## src/design/lpbq_pkg.sv

```systemverilog
// Shared types, constants and helper functions of the lowpass biquad coefficient calculator.
package lpbq_pkg;

	localparam int COEF_WIDTH   = 32;
	localparam int CORDIC_STEPS = 24;
	localparam int COR_CW       = $clog2(CORDIC_STEPS);
	localparam int DIV_W        = 64;
	localparam int DSR_W        = 40;
	localparam int DIV_STEPS    = DIV_W;
	localparam int DIV_CW       = $clog2(DIV_STEPS);
	localparam int VAL_W        = 41;
	localparam int CS_W         = 34;

	localparam logic [20:0] MIN_CUTOFF    = 21'd320;
	localparam logic [17:0] RST_FS        = 18'd48000;
	localparam logic [22:0] RST_Q         = 23'd46341;
	localparam logic        RST_NORM      = 1'b1;
	localparam logic [31:0] PI_Q30        = 32'd3373259426;
	localparam logic signed [CS_W-1:0]  CORDIC_GAIN = 34'sh026DD3B6A;
	localparam logic signed [VAL_W-1:0] ONE_Q30     = 41'sd1073741824;
	localparam logic [DIV_W-1:0]        ALPHA_LIMIT = 64'h0000_0040_0000_0000;
	localparam logic signed [64:0]      UNITY_Q24   = 65'sd16777216;

	typedef enum logic [1:0] {
		CFG_SAMPLE_RATE = 2'd0,
		CFG_Q_FACTOR    = 2'd1,
		CFG_NORMALIZE   = 2'd2
	} cfg_idx_t;

	typedef enum logic [3:0] {
		S_IDLE,
		S_PH_LOAD,
		S_PH_RUN,
		S_ZMUL,
		S_COR_RUN,
		S_AL_LOAD,
		S_AL_RUN,
		S_COEF,
		S_NRM_LOAD,
		S_NRM_RUN,
		S_NRM_SAVE,
		S_DONE
	} state_t;

	typedef enum logic [2:0] {
		DIV_PHASE,
		DIV_ALPHA,
		DIV_B0,
		DIV_B1,
		DIV_A1,
		DIV_A2
	} div_sel_t;

	typedef struct packed {
		logic     capture;
		logic     div_load;
		div_sel_t div_sel;
		logic     div_step;
		logic     cor_init;
		logic     cor_step;
		logic     coef_latch;
		logic     norm_latch;
		logic     out_load;
	} cmd_t;

	typedef struct packed {
		logic reject;
		logic div_last;
		logic cor_last;
		logic normalize;
		logic out_free;
	} stat_t;

	function automatic logic signed [CS_W-1:0] atan_q30(input logic [COR_CW-1:0] i);
		logic [31:0] t;
		begin
			case (i)
				0: t = 32'h3243F6A8;   1: t = 32'h1DAC6705;   2: t = 32'h0FADBAFC;
				3: t = 32'h07F56EA6;   4: t = 32'h03FEAB76;   5: t = 32'h01FFD55B;
				6: t = 32'h00FFFAAA;   7: t = 32'h007FFF55;   8: t = 32'h003FFFEA;
				9: t = 32'h001FFFFD;  10: t = 32'h000FFFFF;  11: t = 32'h0007FFFF;
				12: t = 32'h0003FFFF; 13: t = 32'h0001FFFF;  14: t = 32'h0000FFFF;
				15: t = 32'h00007FFF; 16: t = 32'h00003FFF;  17: t = 32'h00001FFF;
				18: t = 32'h00000FFF; 19: t = 32'h000007FF;  20: t = 32'h000003FF;
				21: t = 32'h000001FF; 22: t = 32'h000000FF;  23: t = 32'h0000007F;
				24: t = 32'h0000003F; 25: t = 32'h0000001F;  26: t = 32'h0000000F;
				27: t = 32'h00000008; 28: t = 32'h00000004;  29: t = 32'h00000002;
				30: t = 32'h00000001;
				default: t = 32'h00000000;
			endcase
			return signed'({2'b00, t});
		end
	endfunction

	function automatic logic [31:0] sat_pack(input logic signed [64:0] v);
		logic signed [64:0] hi;
		logic signed [64:0] lo;
		logic signed [64:0] r;
		begin
			hi = (65'sd1 <<< (COEF_WIDTH - 1)) - 65'sd1;
			lo = -hi - 65'sd1;
			if (v > hi) begin
				r = hi;
			end else if (v < lo) begin
				r = lo;
			end else begin
				r = v;
			end
			return r[31:0];
		end
	endfunction

endpackage

```

## src/design/lpbq_ctrl.sv

```systemverilog
// Sequencing state machine of the lowpass biquad coefficient calculator.
module lpbq_ctrl (
	input  logic            clk,
	input  logic            arst_n,
	input  logic            in_valid,
	output logic            in_ready,
	input  lpbq_pkg::stat_t stat,
	output lpbq_pkg::cmd_t  cmd
);

	lpbq_pkg::state_t   state_q, state_d;
	lpbq_pkg::div_sel_t sel_q, sel_d;

	always_ff @(posedge clk or negedge arst_n) begin
		if (!arst_n) begin
			state_q <= lpbq_pkg::S_IDLE;
			sel_q   <= lpbq_pkg::DIV_B0;
		end else begin
			state_q <= state_d;
			sel_q   <= sel_d;
		end
	end

	always_comb begin
		state_d     = state_q;
		sel_d       = sel_q;
		cmd         = '0;
		cmd.div_sel = sel_q;
		in_ready    = 1'b0;
		case (state_q)
			lpbq_pkg::S_IDLE: begin
				in_ready = 1'b1;
				if (in_valid) begin
					cmd.capture = 1'b1;
					if (!stat.reject) begin
						state_d = lpbq_pkg::S_PH_LOAD;
					end
				end
			end
			lpbq_pkg::S_PH_LOAD: begin
				cmd.div_load = 1'b1;
				cmd.div_sel  = lpbq_pkg::DIV_PHASE;
				state_d      = lpbq_pkg::S_PH_RUN;
			end
			lpbq_pkg::S_PH_RUN: begin
				cmd.div_step = 1'b1;
				if (stat.div_last) begin
					state_d = lpbq_pkg::S_ZMUL;
				end
			end
			lpbq_pkg::S_ZMUL: begin
				cmd.cor_init = 1'b1;
				state_d      = lpbq_pkg::S_COR_RUN;
			end
			lpbq_pkg::S_COR_RUN: begin
				cmd.cor_step = 1'b1;
				if (stat.cor_last) begin
					state_d = lpbq_pkg::S_AL_LOAD;
				end
			end
			lpbq_pkg::S_AL_LOAD: begin
				cmd.div_load = 1'b1;
				cmd.div_sel  = lpbq_pkg::DIV_ALPHA;
				state_d      = lpbq_pkg::S_AL_RUN;
			end
			lpbq_pkg::S_AL_RUN: begin
				cmd.div_step = 1'b1;
				if (stat.div_last) begin
					state_d = lpbq_pkg::S_COEF;
				end
			end
			lpbq_pkg::S_COEF: begin
				cmd.coef_latch = 1'b1;
				sel_d          = lpbq_pkg::DIV_B0;
				state_d        = stat.normalize ? lpbq_pkg::S_NRM_LOAD : lpbq_pkg::S_DONE;
			end
			lpbq_pkg::S_NRM_LOAD: begin
				cmd.div_load = 1'b1;
				state_d      = lpbq_pkg::S_NRM_RUN;
			end
			lpbq_pkg::S_NRM_RUN: begin
				cmd.div_step = 1'b1;
				if (stat.div_last) begin
					state_d = lpbq_pkg::S_NRM_SAVE;
				end
			end
			lpbq_pkg::S_NRM_SAVE: begin
				cmd.norm_latch = 1'b1;
				state_d        = lpbq_pkg::S_NRM_LOAD;
				case (sel_q)
					lpbq_pkg::DIV_B0: sel_d = lpbq_pkg::DIV_B1;
					lpbq_pkg::DIV_B1: sel_d = lpbq_pkg::DIV_A1;
					lpbq_pkg::DIV_A1: sel_d = lpbq_pkg::DIV_A2;
					default:          state_d = lpbq_pkg::S_DONE;
				endcase
			end
			lpbq_pkg::S_DONE: begin
				if (stat.out_free) begin
					cmd.out_load = 1'b1;
					state_d      = lpbq_pkg::S_IDLE;
				end
			end
			default: begin
				state_d = lpbq_pkg::S_IDLE;
			end
		endcase
	end

endmodule

```

## src/design/lpbq_dp.sv

```systemverilog
// Datapath of the lowpass biquad coefficient calculator: registers, divider, CORDIC, outputs.
module lpbq_dp (
	input  logic                  clk,
	input  logic                  arst_n,
	input  logic                  cfg_valid,
	input  logic [1:0]            cfg_index,
	input  logic [22:0]           cfg_data,
	input  logic                  mode,
	input  logic [20:0]           cutoff_freq,
	input  logic                  out_ready,
	output logic                  out_valid,
	output logic [31:0]           coef_b0,
	output logic [31:0]           coef_b1,
	output logic [31:0]           coef_b2,
	output logic [31:0]           coef_a0,
	output logic [31:0]           coef_a1,
	output logic [31:0]           coef_a2,
	output logic                  is_normalized,
	input  lpbq_pkg::cmd_t        cmd,
	output lpbq_pkg::stat_t       stat
);

	localparam int VW = lpbq_pkg::VAL_W;
	localparam int CW = lpbq_pkg::CS_W;

	logic [17:0] fs_q;
	logic [22:0] q_q;
	logic        norm_q;
	logic [20:0] cut_q;

	always_ff @(posedge clk or negedge arst_n) begin
		if (!arst_n) begin
			fs_q   <= lpbq_pkg::RST_FS;
			q_q    <= lpbq_pkg::RST_Q;
			norm_q <= lpbq_pkg::RST_NORM;
			cut_q  <= lpbq_pkg::MIN_CUTOFF;
		end else begin
			if (cfg_valid) begin
				case (cfg_index)
					lpbq_pkg::CFG_SAMPLE_RATE: fs_q   <= cfg_data[17:0];
					lpbq_pkg::CFG_Q_FACTOR:    q_q    <= cfg_data;
					lpbq_pkg::CFG_NORMALIZE:   norm_q <= cfg_data[0];
					default: ;
				endcase
			end
			if (cmd.capture && mode && !stat.reject) begin
				cut_q <= cutoff_freq;
			end
		end
	end

	// divider
	logic [lpbq_pkg::DIV_W-1:0]  quo_q;
	logic [lpbq_pkg::DSR_W-1:0]  rem_q;
	logic [lpbq_pkg::DSR_W-1:0]  dsr_q;
	logic                        neg_q;
	logic [lpbq_pkg::DIV_CW-1:0] dcnt_q;
	logic [lpbq_pkg::DIV_W-1:0]  dvd_d;
	logic [lpbq_pkg::DSR_W-1:0]  dsr_d;
	logic                        neg_d;
	logic [lpbq_pkg::DSR_W:0]    trial;

	// CORDIC
	logic signed [CW-1:0]        x_q, y_q, z_q;
	logic [lpbq_pkg::COR_CW-1:0] ccnt_q;
	logic [1:0]                  quad_q;
	logic signed [CW-1:0]        c_v, s_v, dx, dy, at;
	logic [CW-1:0]               s_abs;

	logic signed [VW-1:0] b0_q, b1_q, a0_q, a1_q, a2_q;
	logic signed [VW-1:0] nv;
	logic [VW-1:0]        nv_abs, a0_abs;
	logic [31:0]          nb0_q, nb1_q, na1_q, na2_q;
	logic signed [64:0]   qs;
	logic [29:0]          r_v;
	logic [61:0]          prod;

	logic signed [VW-1:0] c_x, alpha_v, b1_v;
	logic [lpbq_pkg::DIV_W-1:0] amag;

	always_comb begin
		case (quad_q)
			2'd0: begin c_v = x_q;  s_v = y_q;  end
			2'd1: begin c_v = -y_q; s_v = x_q;  end
			2'd2: begin c_v = -x_q; s_v = -y_q; end
			default: begin c_v = y_q; s_v = -x_q; end
		endcase
		s_abs  = s_v[CW-1] ? unsigned'(-s_v) : unsigned'(s_v);
		a0_abs = a0_q[VW-1] ? unsigned'(-a0_q) : unsigned'(a0_q);
		case (cmd.div_sel)
			lpbq_pkg::DIV_B0: nv = b0_q;
			lpbq_pkg::DIV_B1: nv = b1_q;
			lpbq_pkg::DIV_A1: nv = a1_q;
			default:          nv = a2_q;
		endcase
		nv_abs = nv[VW-1] ? unsigned'(-nv) : unsigned'(nv);
		case (cmd.div_sel)
			lpbq_pkg::DIV_PHASE: begin
				dvd_d = {15'd0, cut_q, 28'd0};
				dsr_d = {22'd0, fs_q};
				neg_d = 1'b0;
			end
			lpbq_pkg::DIV_ALPHA: begin
				dvd_d = {15'd0, s_abs, 15'd0};
				dsr_d = (q_q == 23'd0) ? 40'd1 : {17'd0, q_q};
				neg_d = s_v[CW-1];
			end
			default: begin
				dvd_d = {nv_abs[39:0], 24'd0};
				dsr_d = (a0_abs == '0) ? 40'd1 : a0_abs[39:0];
				neg_d = nv[VW-1] ^ a0_q[VW-1];
			end
		endcase
		trial = {rem_q, quo_q[lpbq_pkg::DIV_W-1]};
		qs    = neg_q ? -signed'({1'b0, quo_q}) : signed'({1'b0, quo_q});
		dx    = y_q >>> ccnt_q;
		dy    = x_q >>> ccnt_q;
		at    = lpbq_pkg::atan_q30(ccnt_q);
		r_v   = (fs_q == 18'd0) ? 30'd0 : quo_q[29:0];
		prod  = 62'(r_v) * 62'(lpbq_pkg::PI_Q30);
		amag  = (quo_q > lpbq_pkg::ALPHA_LIMIT) ? lpbq_pkg::ALPHA_LIMIT : quo_q;
		alpha_v = neg_q ? -signed'(amag[VW-1:0]) : signed'(amag[VW-1:0]);
		c_x   = VW'(c_v);
		b1_v  = lpbq_pkg::ONE_Q30 - c_x;
	end

	always_ff @(posedge clk) begin
		if (cmd.div_load) begin
			quo_q <= dvd_d;
			rem_q <= '0;
			dsr_q <= dsr_d;
			neg_q <= neg_d;
		end else if (cmd.div_step) begin
			if (trial >= {1'b0, dsr_q}) begin
				rem_q <= lpbq_pkg::DSR_W'(trial - {1'b0, dsr_q});
				quo_q <= {quo_q[lpbq_pkg::DIV_W-2:0], 1'b1};
			end else begin
				rem_q <= trial[lpbq_pkg::DSR_W-1:0];
				quo_q <= {quo_q[lpbq_pkg::DIV_W-2:0], 1'b0};
			end
		end
		if (cmd.cor_init) begin
			x_q    <= lpbq_pkg::CORDIC_GAIN;
			y_q    <= '0;
			z_q    <= signed'({3'b000, prod[61:31]});
			quad_q <= (fs_q == 18'd0) ? 2'd0 : quo_q[31:30];
		end else if (cmd.cor_step) begin
			if (!z_q[CW-1]) begin
				x_q <= x_q - dx;
				y_q <= y_q + dy;
				z_q <= z_q - at;
			end else begin
				x_q <= x_q + dx;
				y_q <= y_q - dy;
				z_q <= z_q + at;
			end
		end
		if (cmd.coef_latch) begin
			b1_q <= b1_v;
			b0_q <= b1_v >>> 1;
			a0_q <= lpbq_pkg::ONE_Q30 + alpha_v;
			a1_q <= -(c_x <<< 1);
			a2_q <= lpbq_pkg::ONE_Q30 - alpha_v;
		end
		if (cmd.norm_latch) begin
			case (cmd.div_sel)
				lpbq_pkg::DIV_B0: nb0_q <= lpbq_pkg::sat_pack(qs);
				lpbq_pkg::DIV_B1: nb1_q <= lpbq_pkg::sat_pack(qs);
				lpbq_pkg::DIV_A1: na1_q <= lpbq_pkg::sat_pack(qs);
				default:          na2_q <= lpbq_pkg::sat_pack(qs);
			endcase
		end
		if (cmd.out_load) begin
			is_normalized <= norm_q;
			if (norm_q) begin
				coef_b0 <= nb0_q;
				coef_b1 <= nb1_q;
				coef_b2 <= nb0_q;
				coef_a0 <= lpbq_pkg::sat_pack(lpbq_pkg::UNITY_Q24);
				coef_a1 <= na1_q;
				coef_a2 <= na2_q;
			end else begin
				coef_b0 <= lpbq_pkg::sat_pack(65'(b0_q) >>> 6);
				coef_b1 <= lpbq_pkg::sat_pack(65'(b1_q) >>> 6);
				coef_b2 <= lpbq_pkg::sat_pack(65'(b0_q) >>> 6);
				coef_a0 <= lpbq_pkg::sat_pack(65'(a0_q) >>> 6);
				coef_a1 <= lpbq_pkg::sat_pack(65'(a1_q) >>> 6);
				coef_a2 <= lpbq_pkg::sat_pack(65'(a2_q) >>> 6);
			end
		end
	end

	always_ff @(posedge clk or negedge arst_n) begin
		if (!arst_n) begin
			dcnt_q    <= '0;
			ccnt_q    <= '0;
			out_valid <= 1'b0;
		end else begin
			if (cmd.div_load) begin
				dcnt_q <= '0;
			end else if (cmd.div_step) begin
				dcnt_q <= dcnt_q + 1'b1;
			end
			if (cmd.cor_init) begin
				ccnt_q <= '0;
			end else if (cmd.cor_step) begin
				ccnt_q <= ccnt_q + 1'b1;
			end
			if (cmd.out_load) begin
				out_valid <= 1'b1;
			end else if (out_ready) begin
				out_valid <= 1'b0;
			end
		end
	end

	assign stat.reject    = mode && ((cutoff_freq < lpbq_pkg::MIN_CUTOFF) ||
	                                 (cutoff_freq > {fs_q, 3'b000}));
	assign stat.div_last  = (dcnt_q == lpbq_pkg::DIV_CW'(lpbq_pkg::DIV_STEPS - 1));
	assign stat.cor_last  = (ccnt_q == lpbq_pkg::COR_CW'(lpbq_pkg::CORDIC_STEPS - 1));
	assign stat.normalize = norm_q;
	assign stat.out_free  = !out_valid || out_ready;

endmodule

```

## src/design/lowpass_biquad_coefficient_calc_top.sv

```systemverilog
// Lowpass biquad coefficient calculator (cookbook lowpass) top level.
//
// Input channel in_valid/in_ready carries mode and cutoff_freq (1/16 Hz).
// Mode 1 stores a new cutoff and computes; an out-of-range cutoff is taken
// and dropped with no result. Mode 0 recomputes from the stored cutoff.
// The config channel cfg_valid/cfg_ready is always ready: index 0 sample
// rate, 1 Q factor (Q7.16), 2 normalize; write only while the block is idle.
// Output channel out_valid/out_ready gives b0, b1, b2, a0, a1, a2 (Q8.24)
// and is_normalized.
// One shared 64-step restoring divider does the phase and alpha divisions
// and, when normalizing, four divisions by a0 with a store step each; the
// phase and alpha divisions are separated by 24 CORDIC iterations. One item
// is worked at a time: in_ready is high only while idle, so a new item is
// not taken before the last result is loaded into the output register.
// A finished result waits in the output register while the receiver stalls;
// the next item may be accepted meanwhile and its result is held back until
// the register is free.
// Reset restores sample rate 48000, Q 0.7071, normalize on, cutoff 20 Hz.
module lowpass_biquad_coefficient_calc_top (
	input  logic        clk,
	input  logic        arst_n,
	input  logic        cfg_valid,
	output logic        cfg_ready,
	input  logic [1:0]  cfg_index,
	input  logic [22:0] cfg_data,
	input  logic        in_valid,
	output logic        in_ready,
	input  logic        mode,
	input  logic [20:0] cutoff_freq,
	output logic        out_valid,
	input  logic        out_ready,
	output logic [31:0] coef_b0,
	output logic [31:0] coef_b1,
	output logic [31:0] coef_b2,
	output logic [31:0] coef_a0,
	output logic [31:0] coef_a1,
	output logic [31:0] coef_a2,
	output logic        is_normalized
);

	lpbq_pkg::cmd_t  cmd;
	lpbq_pkg::stat_t stat;

	assign cfg_ready = 1'b1;

	lpbq_ctrl u_ctrl (
		.clk      (clk),
		.arst_n   (arst_n),
		.in_valid (in_valid),
		.in_ready (in_ready),
		.stat     (stat),
		.cmd      (cmd)
	);

	lpbq_dp u_dp (
		.clk           (clk),
		.arst_n        (arst_n),
		.cfg_valid     (cfg_valid),
		.cfg_index     (cfg_index),
		.cfg_data      (cfg_data),
		.mode          (mode),
		.cutoff_freq   (cutoff_freq),
		.out_ready     (out_ready),
		.out_valid     (out_valid),
		.coef_b0       (coef_b0),
		.coef_b1       (coef_b1),
		.coef_b2       (coef_b2),
		.coef_a0       (coef_a0),
		.coef_a1       (coef_a1),
		.coef_a2       (coef_a2),
		.is_normalized (is_normalized),
		.cmd           (cmd),
		.stat          (stat)
	);

endmodule

```

## config.mk

```make
export PLATFORM = sky130hd
export DESIGN_NAME = lowpass_biquad_coefficient_calc_top
export DESIGN_NICKNAME = d
export VERILOG_FILES = /design/src/design/lpbq_pkg.sv /design/src/design/lpbq_ctrl.sv /design/src/design/lpbq_dp.sv /design/src/design/lowpass_biquad_coefficient_calc_top.sv
export SDC_FILE = /design/constraint.sdc
export NUM_CORES = 2
export LEC_CHECK = 0
export BUFFER_PORTS_ARGS = -buffer_cell sky130_fd_sc_hd__buf_2
export CAP_MARGIN = 20
export CORE_ASPECT_RATIO = 0.8
export CORE_MARGIN = 8
export CORE_UTILIZATION = 55
export CTS_BUF_LIST = sky130_fd_sc_hd__clkbuf_8
export CTS_CLUSTER_SIZE = 16
export DETAILED_ROUTE_END_ITERATION = 8
export PLACE_DENSITY = 0.72
export REMOVE_ABC_BUFFERS = 1
export SLEW_MARGIN = 5
export SYNTH_ARGS = -nofsm -noshare
export SYNTH_HDL_FRONTEND = slang
export SYNTH_HIERARCHICAL = 1
export SYNTH_SLANG_ARGS = --single-unit
export TNS_END_PERCENT = 10
```

## constraint.sdc

```tcl
create_clock -name clk -period 11.1 [get_ports clk]
set_input_delay 2.775 -clock clk [delete_from_list [all_inputs] [get_ports clk]]
set_output_delay 2.775 -clock clk [all_outputs]
set_load 0.02 [all_outputs]
```

# Yosys cells after proc, flatten, opt, wreduce, memory -nomap -nowiden
# Memory sizes are Yosys's and may differ from the RTL's.
# Cells that the tools add are included.
# word_totals
regBits	812
n_memories	1
elab_cells	210
inputBits	52
mem_bits_ro	960
# mem_list
memory	words	width	rd	rd_ports_with_merged_regs	write_ports	line_no	text
(no name shown)	32	30	1	0	0	lpbq_pkg.sv:77	case (i)
# classes
n_mul	1
n_lt_le_gt_ge	16
add_sub_neg	20
muxes	70
eq_ne	32
shifts	2
reduce_logical	32
bitwise_logic	2
# op_table
cell	count
$mux 32	15
$pmux 34 s3	2
$mux 34	4
$mux 64	2
$pmux 64 s2	1
$mux 41	3
$pmux 41 s3	1
$mux 40	3
$gt 35x32->1 const B	3
$lt 35x32->1 const B	3
$neg 34->34	3
$mux 31	3
$neg 41->41	2
$pmux 40 s2	1
$add 34x34->34	2
$sshr 34x5->34	2
$sub 34x34->34	2
$gt 65x32->1 const B	1
$lt 65x32->1 const B	1
$mux 65	1
$neg 64->65	1
$gt 64x39->1 const B	1
$mul 30x31->61 const B	1
$pmux 4 s12	1
other kinds (56)	116

# Logic depth before layout (Yosys ltp)
# logic_depth
depth_word	8
mapped_depth	33
mapped_depth_nobuf	31

# Hierarchy
# Netlist, hierarchy kept.
# modules_own_cells
module	seq_area_each_um2	area_per_inst_um2	cells_each	n_inst
lpbq_dp	20726.1	67942.7	7228	1
lpbq_ctrl	176.4	568.0	67	1
lowpass_biquad_coefficient_calc_top	0.0	11.3	2	1

# Worst setup path before layout
# Ideal clock, no wire load.
# synth_timing
kind	input -> register
start	input port out_ready
end	register u_dp.coef_a0[0], enable pin
t_arrival_ns	9.704
slack_ns	0.712
setup_ns	0.684
stages	3
cell_sequence	nand2b_1 -> nand3_1 -> nor2_1
# synth_lines
element	line_no	text
from (decl)	lowpass_biquad_coefficient_calc_top.sv:31	input logic out_ready,
to (signal assigned)	lpbq_dp.sv:179	coef_a0 <= lpbq_pkg::sat_pack(lpbq_pkg::UNITY_Q24);
to (signal assigned)	lpbq_dp.sv:186	coef_a0 <= lpbq_pkg::sat_pack(65'(a0_q) >>> 6);
to (decl)	lpbq_dp.sv:15	output logic [31:0] coef_a0,

# Worst setup path in the final report
# layout_timing
start	register u_dp.fs_q[2]
end	register u_dp.z_q[26] (data pin)
# layout_between
elab_chain_cells	4
# layout_lines
element	line_no	text
from (decl)	lpbq_dp.sv:26	logic [17:0] fs_q;
from (signal assigned)	lpbq_dp.sv:33	fs_q <= lpbq_pkg::RST_FS;
from (signal assigned)	lpbq_dp.sv:40	lpbq_pkg::CFG_SAMPLE_RATE: fs_q <= cfg_data[17:0];
$logic_not 18->1	lpbq_dp.sv:119	r_v = (fs_q == 18'd0) ? 30'd0 : quo_q[29:0];
$mux 30	lpbq_dp.sv:119	
$mul 30x31->61	lpbq_dp.sv:120	prod = 62'(r_v) * 62'(lpbq_pkg::PI_Q30);
$mux 31	lpbq_dp.sv:142	if (cmd.cor_init) begin
to (signal assigned)	lpbq_dp.sv:145	z_q <= signed'({3'b000, prod[61:31]});
to (signal assigned)	lpbq_dp.sv:151	z_q <= z_q - at;
to (signal assigned)	lpbq_dp.sv:155	z_q <= z_q + at;
to (decl)	lpbq_dp.sv:64	logic signed [CW-1:0] x_q, y_q, z_q;
# Every way passes these cells.
# A chain may end at the register's enable or synchronous reset.

==> impl_metrics.tcl <==
set metrics [dict create \
    cts_buffers 121 \
    final_antenna_net_count 0 \
    io_buffers 246 \
    place_congestion 1.03 \
    fin_skew_ps 99.0 \
    clk_pin_slew_ps 60 \
    crit_start "u_dp/fs_q[2]" \
    rows 116 \
    die_height_um 332 \
    antenna_found_initial 7 \
    tightest_slew_ps 1330 \
    grt_pass1_wl_um 343000 \
    synth_edf_count 553 \
    grt_max_degree 89 \
    arrival_ps 11150 \
    wl_met2_um 100000 \
    crit_top_cell "fa_1" \
    hold_path.class "flip-flop to flip-flop" \
    via_per_inst 6.30 \
    fmaxAchievable_mhz 95.0 \
    nets 8273 \
    grt_pass1_vias 55100 \
    ys_types 106 \
    maxSlewViolCount 0 \
    dr_total_vias 57400 \
    setup_viol 0 \
    end_kind "flip-flop" \
    cp-start-kind "flip-flop" \
    routed_wl_um 228000 \
    drt_iter0_markers 7076 \
    htree_levels 3 \
    grt_usage 0.324 \
    drive_gt1_frac 0.113 \
    relSlewSlack 0.106 \
    syn_area_sq_mm 0.0685 \
    status "completed" \
    met1_length_um 96200 \
    insertion_delay_ps 900 \
    drv_cap 0 \
    grt.overflow.total 0 \
    hp-start "u_dp/z_q[31]" \
    root_buffer "clkbuf_8" \
    dr_wl_met3_um 21500 \
    async_reset_ff_frac 0.110 \
    wire_per_inst_um 25.0 \
    drtPass1Iterations 8 \
    cp_slowest_stage_delay_ps 730 \
    syn_inst 7297 \
    post-cts-setup-buffer-count 0 \
    drc 0 \
    dpl.hpwl_um 177000 \
    synthFlopType "edfxtp_1" \
    fill_cells 10800 \
    place_ws_ps 562 \
    ys_seq_area_frac 0.305 \
    synth_area_per_cell_sq_um 9.39 \
    die_area_sq_mm 0.136 \
    ctsHoldBuffers 0 \
    yosysWarnings 6 \
    initial_core_util 0.551 \
    clock_sinks 746 \
    period_needed_ps 10530 \
    area_growth_pct 7.35 \
    rr_startpoint "u_dp/fs_q[2]" \
    slowest_stage "or3_1" \
    rsz0062_at_grt "false" \
    top_layer_used "met5" \
    ys_ff_latch 746 \
    period_share 0.948 \
    die_w_um 411 \
    required_ps 11730 \
    critPathMaxFanout 15 \
    core_area_sq_mm 0.124 \
    boundaryPins 248 \
    cts.path.max_buffers 3 \
    regArea_sq_mm 0.0209 \
    criticalPathCategory "flip-flop to flip-flop" \
    multi_input_area_sq_mm 0.0435 \
    cts_tree "yes" \
    cts_resized 0 \
    setup_slack_ps 575 \
    finalHoldViolations 0 \
]
critical path: cells and delay by family (launching register included):
| family | cells | cell delay, ps |
|---|---|---|
| buffers and inverters | 7 | 750 |
| DFF | 1 | 390 |
| and+or+nand+nor | 9 | 3510 |
| adders and majority gates | 9 | 4570 |
| AOI/OAI and AO/OA | 5 | 1050 |
cell type report:
type	count	share of cell area
Clock inverter	98	0.00912
Antenna cell	4	0.000136
Inverter	670	0.0342
Tap cell	1652	0.0281
Multi-Input combinational cell	5453	0.591
Clock buffer	130	0.0243
Sequential cell	746	0.284
Timing Repair Buffer	360	0.0291
cells in the mapped netlist (28+ instances only):
cell type	number	area (sq um)
nand4_1	60	375
o31ai_1	58	435
a21oi_1	355	1780
clkbuf_1	320	1200
nor4_1	66	413
xor2_1	211	1850
nor3b_1	29	218
xnor2_1	348	3050
ha_1	534	6680
nor3_1	115	576
mux2_2	104	1170
inv_1	662	2480
and2_1	47	294
buf_1	51	191
dfxtp_1	111	2220
buf_4	39	293
o41ai_1	41	359
nor2_1	568	2130
or2_2	38	238
a211oi_1	75	563
o211ai_1	47	353
a21o_1	108	811
o21ai_0	409	2050
nand2b_1	84	526
o22ai_1	57	357
a31oi_1	86	538
and3_1	41	257
nor2b_1	59	369
dfrtp_1	64	1600
edfxtp_1	553	16600
nand2_1	648	2430
o21a_1	76	571
or4_1	42	315
nand3_1	100	500
mux2i_1	172	1720
mux4_2	72	1620
fa_1	335	6710
or3_1	57	357
a22oi_1	28	210
final timing paths:
check,end,slack (ps),cells past startpoint
worst min-delay path,u_dp/z_q[31],470,2
worst min register to register,u_dp/z_q[31],470,2
max in group asynchronous,u_dp/q_q[17],8110,2
worst max-delay path,u_dp/z_q[26],570,30
min in group asynchronous,u_dp/q_q[3],1780,1
worst max register to register,u_dp/z_q[26],570,30
per-stage QoR:
stage / std cells / area [sq um] / util / hold WS [ps] / setup TNS, ps
after floorplan: 6869 / 66700 / - / 432 / -2900
after global placement: 8876 / 71000 / 0.571 / 452 / 0
after detailed placement: 8878 / 71000 / 0.571 / 465 / 0
after CTS: 9106 / 73500 / 0.591 / 480 / 0
after global routing: 9111 / 73600 / 0.591 / 496 / 0
final: 9113 / 73600 / 0.591 / 475 / 0
state kept, by name, indices dropped and copies added, names as in the netlist, 34 cells and up:
name        flops
u_dp/z_q       34
u_dp/b0_q      34
u_dp/a0_q      41
u_dp/dsr_q     40
u_dp/y_q       34
u_dp/quo_q     64
u_dp/rem_q     40
u_dp/a2_q      40
u_dp/x_q       34
cell usage in the layout (no fill, tap or decap), types with 40 or more instances in the layout:
cell type,n
nor2_1,558
fa_1,335
mux4_2,72
a31oi_1,85
xor2_1,211
dfxtp_1,110
buf_2,245
xnor2_1,348
nor4_1,65
nor3_1,113
o21ai_0,408
a21o_1,108
mux2i_1,172
nand4_1,60
or3_1,57
edfxtp_1,553
inv_1,701
clkbuf_8,130
ha_1,534
a211oi_1,75
mux2_2,104
a21oi_1,352
o22ai_1,57
o31ai_1,58
dfrtp_1,60
nor2b_1,59
and2_1,46
o211ai_1,47
nand3_1,100
o41ai_1,40
nand2_1,648
o21a_1,76
nand2b_1,84
or4_1,42
buf_4,110
routing by layer:
metal / vias up / track usage
met5: - / 0
met4: 4 / 0.120
met2: 2822 / 0.495
met1: 28000 / 0.455
li1: 26100 / -
met3: 446 / 0.0644
cells by family (layout without fill, tap and decap cells):
kind of cell / count (synthesis) / in the layout / synth area share
adders and majority gates: 869 / 869 / 0.195
xor gates and xnor gates: 559 / 559 / 0.0715
other: 1 / 5 / 0.0000547
and+or+nand+nor: 2054 / 2054 / 0.145
muxes: 349 / 349 / 0.0660
buffers and inverters: 1098 / 1258 / 0.0631
AOI/OAI and AO/OA: 1621 / 1621 / 0.154
DFF: 746 / 746 / 0.305
Power is left out: the tool's default activity adds up to more than one toggle a clock period on the data nets, which glitch-free logic cannot reach.
